## src/rtl/tcw_pkg.sv

```systemverilog
// Shared types and constants of the text console writer.
// Holds screen geometry, operation and control-byte codes, and the structs
// passed between the sequencer, the screen memory and the top level.
`default_nettype none

package tcw_pkg;

   // Screen geometry
   localparam int COLS   = 80;
   localparam int ROWS   = 25;
   localparam int CELLS  = ROWS * COLS;

   // Internal widths
   localparam int ADDR_W = $clog2(CELLS);
   localparam int CNT_W  = $clog2(CELLS + 1);
   localparam int RW     = $clog2(ROWS);
   localparam int CW     = $clog2(COLS);
   localparam int CELL_W = 16;

   // Port field widths
   localparam int OP_W        = 3;
   localparam int BYTE_W      = 8;
   localparam int ROW_FIELD_W = 6;
   localparam int COL_FIELD_W = 8;
   localparam int INDEX_W     = 15;
   localparam int CSR_IDX_W   = 1;
   localparam int CSR_DATA_W  = 8;

   // Operation codes
   localparam logic [OP_W-1:0] OP_PUT   = 3'd0;
   localparam logic [OP_W-1:0] OP_SET   = 3'd1;
   localparam logic [OP_W-1:0] OP_DRAW  = 3'd2;
   localparam logic [OP_W-1:0] OP_READ  = 3'd3;
   localparam logic [OP_W-1:0] OP_CLEAR = 3'd4;

   // Control bytes and the blank character
   localparam logic [BYTE_W-1:0] CH_NEWLINE   = 8'd10;
   localparam logic [BYTE_W-1:0] CH_RETURN    = 8'd13;
   localparam logic [BYTE_W-1:0] CH_BACKSPACE = 8'd8;
   localparam logic [BYTE_W-1:0] BLANK_CHAR   = 8'h20;

   // Register indexes and reset values
   localparam logic [CSR_IDX_W-1:0] CSR_TEXT_COLOR    = 1'b0;
   localparam logic [CSR_IDX_W-1:0] CSR_CURSOR_OFF    = 1'b1;
   localparam logic [BYTE_W-1:0]    TEXT_COLOR_RESET  = 8'h07;

   // Cursor index reported while hidden
   localparam logic [INDEX_W-1:0] HIDDEN_INDEX = INDEX_W'(CELLS + 1);

   typedef struct packed {
      logic [OP_W-1:0]        operation;
      logic [BYTE_W-1:0]      byte_value;
      logic [ROW_FIELD_W-1:0] row;
      logic [COL_FIELD_W-1:0] column;
      logic [BYTE_W-1:0]      cell_color;
   } req_type;

   typedef struct packed {
      logic                   status;
      logic [BYTE_W-1:0]      read_char;
      logic [BYTE_W-1:0]      read_attr;
      logic [ROW_FIELD_W-1:0] cursor_row_now;
      logic [COL_FIELD_W-1:0] cursor_col_now;
      logic [INDEX_W-1:0]     cursor_index;
   } rsp_type;

   typedef struct packed {
      logic [BYTE_W-1:0] text_color;
      logic              cursor_off;
   } cfg_type;

   typedef struct packed {
      logic              wr_en;
      logic [ADDR_W-1:0] wr_addr;
      logic [CELL_W-1:0] wr_data;
      logic              rd_en;
      logic [ADDR_W-1:0] rd_addr;
   } ram_req_type;

endpackage

`default_nettype wire

```

## src/rtl/tcw_engine.sv

```systemverilog
// Command sequencer of the text console writer: decodes one request, moves
// the cursor and drives the screen memory, including scroll and clear sweeps.
// Depends on tcw_pkg.
`default_nettype none

module tcw_engine import tcw_pkg::*; (
   input  wire logic        clock,
   input  wire logic        reset,
   input  wire logic        req_valid,
   output logic             req_ready,
   input  wire req_type     req,
   input  wire cfg_type     cfg,
   output ram_req_type      ram_req,
   input  wire logic [CELL_W-1:0] ram_rd_data,
   output logic             res_valid,
   input  wire logic        res_ready,
   output rsp_type          res
);

   localparam logic [2:0] ST_IDLE   = 3'd0;
   localparam logic [2:0] ST_EXEC   = 3'd1;
   localparam logic [2:0] ST_RDWAIT = 3'd2;
   localparam logic [2:0] ST_SCROLL = 3'd3;
   localparam logic [2:0] ST_FILL   = 3'd4;
   localparam logic [2:0] ST_CLEAR  = 3'd5;
   localparam logic [2:0] ST_RESULT = 3'd6;

   localparam logic [ADDR_W-1:0] COLS_A    = ADDR_W'(COLS);
   localparam logic [INDEX_W-1:0] COLS_I   = INDEX_W'(COLS);
   localparam logic [RW-1:0]     LAST_ROW  = RW'(ROWS - 1);
   localparam logic [CW-1:0]     LAST_COL  = CW'(COLS - 1);
   localparam logic [CNT_W-1:0]  CNT_END   = CNT_W'(CELLS);
   localparam logic [CNT_W-1:0]  CNT_LAST  = CNT_W'(CELLS - 1);
   localparam logic [CNT_W-1:0]  CNT_COLS  = CNT_W'(COLS);
   localparam logic [CNT_W-1:0]  CNT_FILL  = CNT_W'(CELLS - COLS);

   logic [2:0]              state_ff, state_in;
   req_type                 cmd_ff, cmd_in;
   logic [RW-1:0]           cur_row_ff, cur_row_in;
   logic [CW-1:0]           cur_col_ff, cur_col_in;
   logic [CNT_W-1:0]        cnt_ff, cnt_in;
   logic                    copy_vld_ff, copy_vld_in;
   logic [ADDR_W-1:0]       copy_dst_ff, copy_dst_in;
   logic                    status_ff, status_in;
   logic [BYTE_W-1:0]       rchar_ff, rchar_in;
   logic [BYTE_W-1:0]       rattr_ff, rattr_in;

   logic [ADDR_W-1:0]       pos_addr;
   logic [ADDR_W-1:0]       tgt_addr;
   logic                    in_range;
   logic [CELL_W-1:0]       blank_cell;
   logic                    last_row;
   logic                    last_col;

   // Address and range decode
   assign pos_addr   = ADDR_W'(cur_row_ff) * COLS_A + ADDR_W'(cur_col_ff);
   assign tgt_addr   = ADDR_W'(cmd_ff.row) * COLS_A + ADDR_W'(cmd_ff.column);
   assign in_range   = (32'(cmd_ff.row) < ROWS) && (32'(cmd_ff.column) < COLS);
   assign blank_cell = {cfg.text_color, BLANK_CHAR};
   assign last_row   = (cur_row_ff == LAST_ROW);
   assign last_col   = (cur_col_ff == LAST_COL);

   assign req_ready  = (state_ff == ST_IDLE);
   assign res_valid  = (state_ff == ST_RESULT);

   // Result fields
   always_comb begin
      res.status         = status_ff;
      res.read_char      = rchar_ff;
      res.read_attr      = rattr_ff;
      res.cursor_row_now = ROW_FIELD_W'(cur_row_ff);
      res.cursor_col_now = COL_FIELD_W'(cur_col_ff);
      res.cursor_index   = cfg.cursor_off ? HIDDEN_INDEX :
                           INDEX_W'(INDEX_W'(cur_row_ff) * COLS_I + INDEX_W'(cur_col_ff));
   end

   // Sequencer
   always_comb begin
      state_in    = state_ff;
      cmd_in      = cmd_ff;
      cur_row_in  = cur_row_ff;
      cur_col_in  = cur_col_ff;
      cnt_in      = cnt_ff;
      copy_vld_in = 1'b0;
      copy_dst_in = copy_dst_ff;
      status_in   = status_ff;
      rchar_in    = rchar_ff;
      rattr_in    = rattr_ff;
      ram_req     = '0;

      unique case (state_ff) inside
         ST_IDLE: begin
            if (req_valid) begin
               cmd_in   = req;
               state_in = ST_EXEC;
            end
         end

         ST_EXEC: begin
            status_in = 1'b0;
            rchar_in  = '0;
            rattr_in  = '0;
            state_in  = ST_RESULT;
            case (cmd_ff.operation)
               OP_PUT: begin
                  if (cmd_ff.byte_value == CH_NEWLINE) begin
                     cur_col_in = '0;
                     if (last_row) begin
                        cnt_in   = CNT_COLS;
                        state_in = ST_SCROLL;
                     end else begin
                        cur_row_in = cur_row_ff + 1'b1;
                     end
                  end else if (cmd_ff.byte_value == CH_RETURN) begin
                     cur_col_in = '0;
                  end else if (cmd_ff.byte_value == CH_BACKSPACE) begin
                     // step back one cell, stopping at the first one
                     ram_req.wr_en   = 1'b1;
                     ram_req.wr_data = blank_cell;
                     ram_req.wr_addr = (pos_addr == '0) ? '0 : pos_addr - 1'b1;
                     if (cur_col_ff != '0) begin
                        cur_col_in = cur_col_ff - 1'b1;
                     end else if (cur_row_ff != '0) begin
                        cur_row_in = cur_row_ff - 1'b1;
                        cur_col_in = LAST_COL;
                     end
                  end else begin
                     ram_req.wr_en   = 1'b1;
                     ram_req.wr_addr = pos_addr;
                     ram_req.wr_data = {cfg.text_color, cmd_ff.byte_value};
                     if (last_col) begin
                        cur_col_in = '0;
                        if (last_row) begin
                           cnt_in   = CNT_COLS;
                           state_in = ST_SCROLL;
                        end else begin
                           cur_row_in = cur_row_ff + 1'b1;
                        end
                     end else begin
                        cur_col_in = cur_col_ff + 1'b1;
                     end
                  end
               end
               OP_SET: begin
                  if (in_range) begin
                     cur_row_in = RW'(cmd_ff.row);
                     cur_col_in = CW'(cmd_ff.column);
                  end else begin
                     status_in = 1'b1;
                  end
               end
               OP_DRAW: begin
                  if (in_range) begin
                     ram_req.wr_en   = 1'b1;
                     ram_req.wr_addr = tgt_addr;
                     ram_req.wr_data = {cmd_ff.cell_color, cmd_ff.byte_value};
                  end else begin
                     status_in = 1'b1;
                  end
               end
               OP_READ: begin
                  if (in_range) begin
                     ram_req.rd_en   = 1'b1;
                     ram_req.rd_addr = tgt_addr;
                     state_in        = ST_RDWAIT;
                  end else begin
                     status_in = 1'b1;
                  end
               end
               OP_CLEAR: begin
                  cur_row_in = '0;
                  cur_col_in = '0;
                  cnt_in     = '0;
                  state_in   = ST_CLEAR;
               end
               default: begin
                  status_in = 1'b1;
               end
            endcase
         end

         ST_RDWAIT: begin
            rchar_in = ram_rd_data[BYTE_W-1:0];
            rattr_in = ram_rd_data[CELL_W-1:BYTE_W];
            state_in = ST_RESULT;
         end

         ST_SCROLL: begin
            // write back the cell read last cycle one row higher
            if (copy_vld_ff) begin
               ram_req.wr_en   = 1'b1;
               ram_req.wr_addr = copy_dst_ff;
               ram_req.wr_data = ram_rd_data;
            end
            if (cnt_ff != CNT_END) begin
               ram_req.rd_en   = 1'b1;
               ram_req.rd_addr = cnt_ff[ADDR_W-1:0];
               copy_vld_in     = 1'b1;
               copy_dst_in     = cnt_ff[ADDR_W-1:0] - COLS_A;
               cnt_in          = cnt_ff + 1'b1;
            end else begin
               cnt_in   = CNT_FILL;
               state_in = ST_FILL;
            end
         end

         ST_FILL, ST_CLEAR: begin
            ram_req.wr_en   = 1'b1;
            ram_req.wr_addr = cnt_ff[ADDR_W-1:0];
            ram_req.wr_data = blank_cell;
            if (cnt_ff == CNT_LAST) begin
               state_in = ST_RESULT;
            end else begin
               cnt_in = cnt_ff + 1'b1;
            end
         end

         ST_RESULT: begin
            if (res_ready) begin
               state_in = ST_IDLE;
            end
         end

         default: begin
            state_in = ST_IDLE;
         end
      endcase
   end

   // Control state
   always_ff @(posedge clock) begin
      if (reset) begin
         state_ff    <= ST_IDLE;
         cur_row_ff  <= '0;
         cur_col_ff  <= '0;
         copy_vld_ff <= 1'b0;
      end else begin
         state_ff    <= state_in;
         cur_row_ff  <= cur_row_in;
         cur_col_ff  <= cur_col_in;
         copy_vld_ff <= copy_vld_in;
      end
   end

   // Payload and sweep registers
   always_ff @(posedge clock) begin
      cmd_ff      <= cmd_in;
      cnt_ff      <= cnt_in;
      copy_dst_ff <= copy_dst_in;
      status_ff   <= status_in;
      rchar_ff    <= rchar_in;
      rattr_ff    <= rattr_in;
   end

endmodule

`default_nettype wire

```

## config.mk

```make
export PLATFORM = sky130hd
export DESIGN_NAME = tcw_engine
export DESIGN_NICKNAME = d
export VERILOG_FILES = /design/src/rtl/tcw_pkg.sv /design/src/rtl/tcw_engine.sv
export SDC_FILE = /design/constraint.sdc
export NUM_CORES = 1
export LEC_CHECK = 0
export ABC_CLOCK_PERIOD_IN_PS = 4150
export BUFFER_PORTS_ARGS = -buffer_cell sky130_fd_sc_hd__buf_2
export CORE_ASPECT_RATIO = 1.2
export CORE_UTILIZATION = 45
export DETAILED_ROUTE_END_ITERATION = 7
export GPL_TIMING_DRIVEN = 0
export PLACE_DENSITY = 0.75
export REMOVE_ABC_BUFFERS = 1
export SYNTH_ARGS = -nofsm -noshare
export SYNTH_HDL_FRONTEND = slang
export SYNTH_SLANG_ARGS = --single-unit
```

## constraint.sdc

```tcl
create_clock -name clock -period 4.15 [get_ports clock]
set_clock_uncertainty 0.2 [all_clocks]
set_input_delay 0.6225 -clock clock [delete_from_list [all_inputs] [get_ports clock]]
set_output_delay 0.6225 -clock clock [all_outputs]
set_load 0.02 [all_outputs]
```

# == After elaboration in Yosys (flattened, before gate mapping) ==
# Cells that the tools add are included.
# totals
ram_bits,0
input_bits,62
output_inout_bits,88
n_memories,0
latchBits,0
regBits,88
rom_bits,0
# classes
mux,56
add_sub_neg,10
n_eq_ne,32
mul,3
n_shift,0
bitwise,1
div,0
n_reduce_logical,19
order_cmp,2
# op_table
operator,count
$mux W28,4
$mux W11,8
$pmux W28 S3,1
$pmux W28 S2,1
$mux W7,7
$mux W5,8
$mux W12,3
$pmux W11 S3,1
$pmux W8 S2,2
$mux W3,10
$mux W27,1
$eq A8 B4 Y1 const B,3
$ne A4 B4 Y1 const B,6
$pmux W12 S2,1
$pmux W11 S2,1
$pmux W7 S3,1
$pmux W3 S6,1
$pmux W5 S3,1
$add A12 B7 Y13,1
$mux W13,1
$eq A3 B2 Y1 const B,4
$eq A3 B3 Y1 const B,4
$add A11 B1 Y11 const B,1
$add A11 B7 Y11,1
39 further kinds,51

# == Depth between registers and ports, before layout ==
# logic_depth
word_depth,9
ltp_mapped,9
mapped_depth_nobuf,9

# == Least setup slack after synthesis ==
# OpenSTA, ideal clock, no wires.
# synth_path
kind,flip-flop to output port
start,register cur_row_ff[1]
end,output ram_req[38] in the netlist's numbering
required_time_ns,3.327
stages_incl_launch_ff,10
arrival_time_ns,2.859
slack_ns,0.468
path_cell_list,dfxtp_1 ha_1 ha_1 fa_1 nand2_1 nor3_1 xnor3_1 a21oi_1 mux2i_1 o21ai_0
# synth_lines
item,line_no,source
from (decl),tcw_engine.sv:39,"logic [RW-1:0] cur_row_ff, cur_row_in;"
from (signal assigned),tcw_engine.sv:239,cur_row_ff <= cur_row_in;
to (decl),tcw_engine.sv:13,"output ram_req_type ram_req,"

==> impl_results.md <==
* Power Total at 3.860 mW
* Detailed Route WL at 17,030 um
* Syn-to-layout area delta at 19.06%
* #FFs+latches synth at 88
* Max transition margin at 0.09567
* WS Path Type: reg -> out
* Postcts setup bufs at 0
* GRT busiest layer: met2
* Min Tclk post-route at 4011 ps
* Finished Layout Cells at 885
* Yosys Warn Count at 0
* Clock sinks at 88
* Starting density of the core at 0.4643
* CP endpoint kind: primary output
* Die width at 106.8 um
* Slowest CP cell: fa_2
* CTS clk-pin slew, worst paths at 70 ps
* Crit-path max FO at 10
* FFs w/ async S/R, synth at 0
* First-pass GRT wire length at 26,480 um
* Mapped Area at 0.005934 mm2
* FMAX at 0.2493 GHz
* Final Hold Viols at 0
* 1st-iter DRT viols at 722
* Max-Cap Viols at 0
* Req. time, crit path at 3330 ps
* Clock Latency Late Sink at 350 ps
* Worst-margin pin slew at 1346 ps
* GR Util met1 at 0.3020
* TritonCTS buffer count at 9
* Startpoint Class: flop
* CP most frequent cell: ha_1
* Library cells used by synthesis at 69
* Maximum vdd ir drop at 0.3111 mV
* Core area at 0.01278 mm2
* Die area at 0.01365 mm2
* Hold wc startpoint: req[15]
* GRT met3 Usage at 0.04626
* CTS root buf: clkbuf_16
* PnR worst setup slack at 139.2 ps
* Mapped Avg Cell Area at 9.874 um2
* Sequential fraction of the synthesis area at 0.4183
* # IOs at 150
* RD Place Congestion at 0.9333
* Outcome: finished, final reports clean
* Largest net degree at the start of global routing at 35
* Power Dens Cells at 546.3 mW/mm2
* EDFF count, synth at 72
* H-tree levels at 3
* Port bufs at 144
* Chip height at 127.8 um
* CP cell instances: ha_1 > ha_1 > fa_2 > nand2_1 > nor3_2 > xnor3_2 > o21bai_4 > o21ai_0 > buf_2
* Worst slack, placed at 138.0 ps
* ANT nets after route at 0
* Synth Instances at 601
* Final setup viols at 0
* Via count of the first global-routing pass at 5,251
* Worst R2R Start: cur_col_ff[0]
* Main synth FF type: edfxtp_1
* Grt ovf at 0
* Drt first pass iters at 8
* Routed len/inst at 19.24 um
* Final Net Count at 815
* Crit path launch: cur_row_ff[1]
* WP data arrival at 3190 ps
* DP HPWL at 12,450 um
* Number of core rows at 45
* Setup tns final at 0 ps
* GR Util met2 at 0.4357
* RSZ-0062 raised after global routing: no
* Initial antenna violation count at 0
* Final count of pins violating max slew at 0
* Final period util at 0.9665
* Hold crit path type: in -> reg
* Static Leak at 2.967 nW
* CTS tree: yes
* Layout filler cell count at 1,146
* Via count at 5,407
* Via density at 6.110
* Number of remaining DRC errors at 0
* Max stage delay on crit path at 600 ps
* Cells after DPL at 869
* Inserted Diodes at 0
* Layout cell share with drive strength beyond 1 at 0.2677
* GR Util All Layers at 0.2533
* Deepest clock path buffer count at 2
[cell type report]
| class | count | area [um2] | share of cell area |
|---|---|---|---|
| well taps | 164 | 205.2 | 0.02904 |
| clock inverters | 5 | 62.56 | 0.008854 |
| multi-input cells | 452 | 3242 | 0.4588 |
| inverters | 20 | 75.07 | 0.01063 |
| flip-flops and latches | 88 | 2492 | 0.3528 |
| clock buffers | 11 | 252.7 | 0.03577 |
| repair buffers | 145 | 735.7 | 0.1041 |
[where the power goes]
part | leakage [nW] | internal, mW | total [mW] | switching, mW
logic | 2.01 | 0.546 | 1.54 | 0.992
registers | 0.809 | 1.23 | 1.45 | 0.224
clock network | 0.149 | 0.504 | 0.867 | 0.363
[Yosys cell counts (all sizes together) (4+ instances only)]
master	n	area share
o211ai	5	0.0063
or4	4	0.0051
nor2b	11	0.012
a31oi	8	0.0084
a211o	4	0.0059
o21ai	45	0.038
or3	8	0.0084
nand2	30	0.019
xnor2	28	0.041
fa	4	0.013
and3	26	0.027
nand4	5	0.0053
nor2	46	0.030
a22o	17	0.025
nor4	4	0.0063
buf	14	0.017
nor3	12	0.010
nand2b	10	0.011
a22oi	19	0.024
a21o	8	0.010
a21oi	29	0.025
edfxtp	72	0.36
clkbuf	31	0.020
and2	7	0.0074
ha	33	0.070
xor2	13	0.019
dfxtp	16	0.054
a222oi	10	0.017
or2	6	0.0067
nand3	9	0.0076
a211oi	8	0.011
inv	20	0.013
[cells in the final DEF, fill, tap and decap left out, drive strengths merged, types with 12 or more instances in the layout]
cell type  Yosys  routed
a21oi         29      29
a22o          17      17
a22oi         19      19
and3          26      26
buf           14     145
dfxtp         16      16
edfxtp        72      72
ha            33      33
inv           20      22
nand2         30      30
nor2          46      46
nor3          12      12
o21ai         45      45
xnor2         28      28
xor2          13      13
[sequential cells by signal, summed over array words and instances, names as in the netlist, 3 cells and up]
| name | flops |
|---|---|
| cmd_ff | 33 |
| cnt_ff | 11 |
| copy_dst_ff | 11 |
| cur_col_ff | 7 |
| cur_row_ff | 5 |
| rattr_ff | 8 |
| rchar_ff | 8 |
| state_ff | 3 |
[stage by stage]
stage / hold WS (ps) / utilization / cell area, um2
floorplan: 312.3 / - / 5734
global placement: 383.1 / 0.5211 / 6660
detailed placement: 388.5 / 0.5230 / 6684
CTS: 230.7 / 0.5497 / 7025
global route: 232.7 / 0.5528 / 7066
finish: 238.1 / 0.5528 / 7066
[what timing repair did]
item / CTS / global route
gates resized for setup: 7 / 10
pin swaps: 0 / 1
setup endpoints to repair: 23 / 12
hold buffers: 0 / 0
[routing by layer]
| layer | up-vias | wire length (um) |
|---|---|---|
| li1 | 2488 | - |
| met1 | 2562 | 6833 |
| met2 | 307 | 8223 |
| met3 | 50 | 1401 |
| met4 | 0 | 571 |
| met5 | - | 0 |
[worst paths after layout]
path / end / slack [ps] / cells past startpoint
worst max-delay path: ram_req[32] / 140 / 9
worst min-delay path: cmd_ff[15] / 240 / 1
worst max register to register: cnt_ff[9] / 620 / 7
worst min register to register: cur_row_ff[1] / 400 / 2
[logic make-up after synthesis]
family | synth area share
flip-flops | 0.4183
AND/OR/NAND/NOR | 0.1744
XOR/XNOR | 0.06431
multiplexers | 0.006958
AO/OA/AOI/OAI | 0.2035
adder cells (fa/ha/maj) | 0.08307
other | 0.0006319
buffers and inverters | 0.04891
[worst max-delay path: cells and delay by family, from the launching register on]
family	cells	cell delay, ps
adders and majority gates	3	1140
AOI/OAI and AO/OA	2	450
DFF	1	380
xor gates and xnor gates	1	350
and+or+nand+nor	2	300
buffers and inverters	1	200
Note: power is estimated with default switching activity, not from simulation.
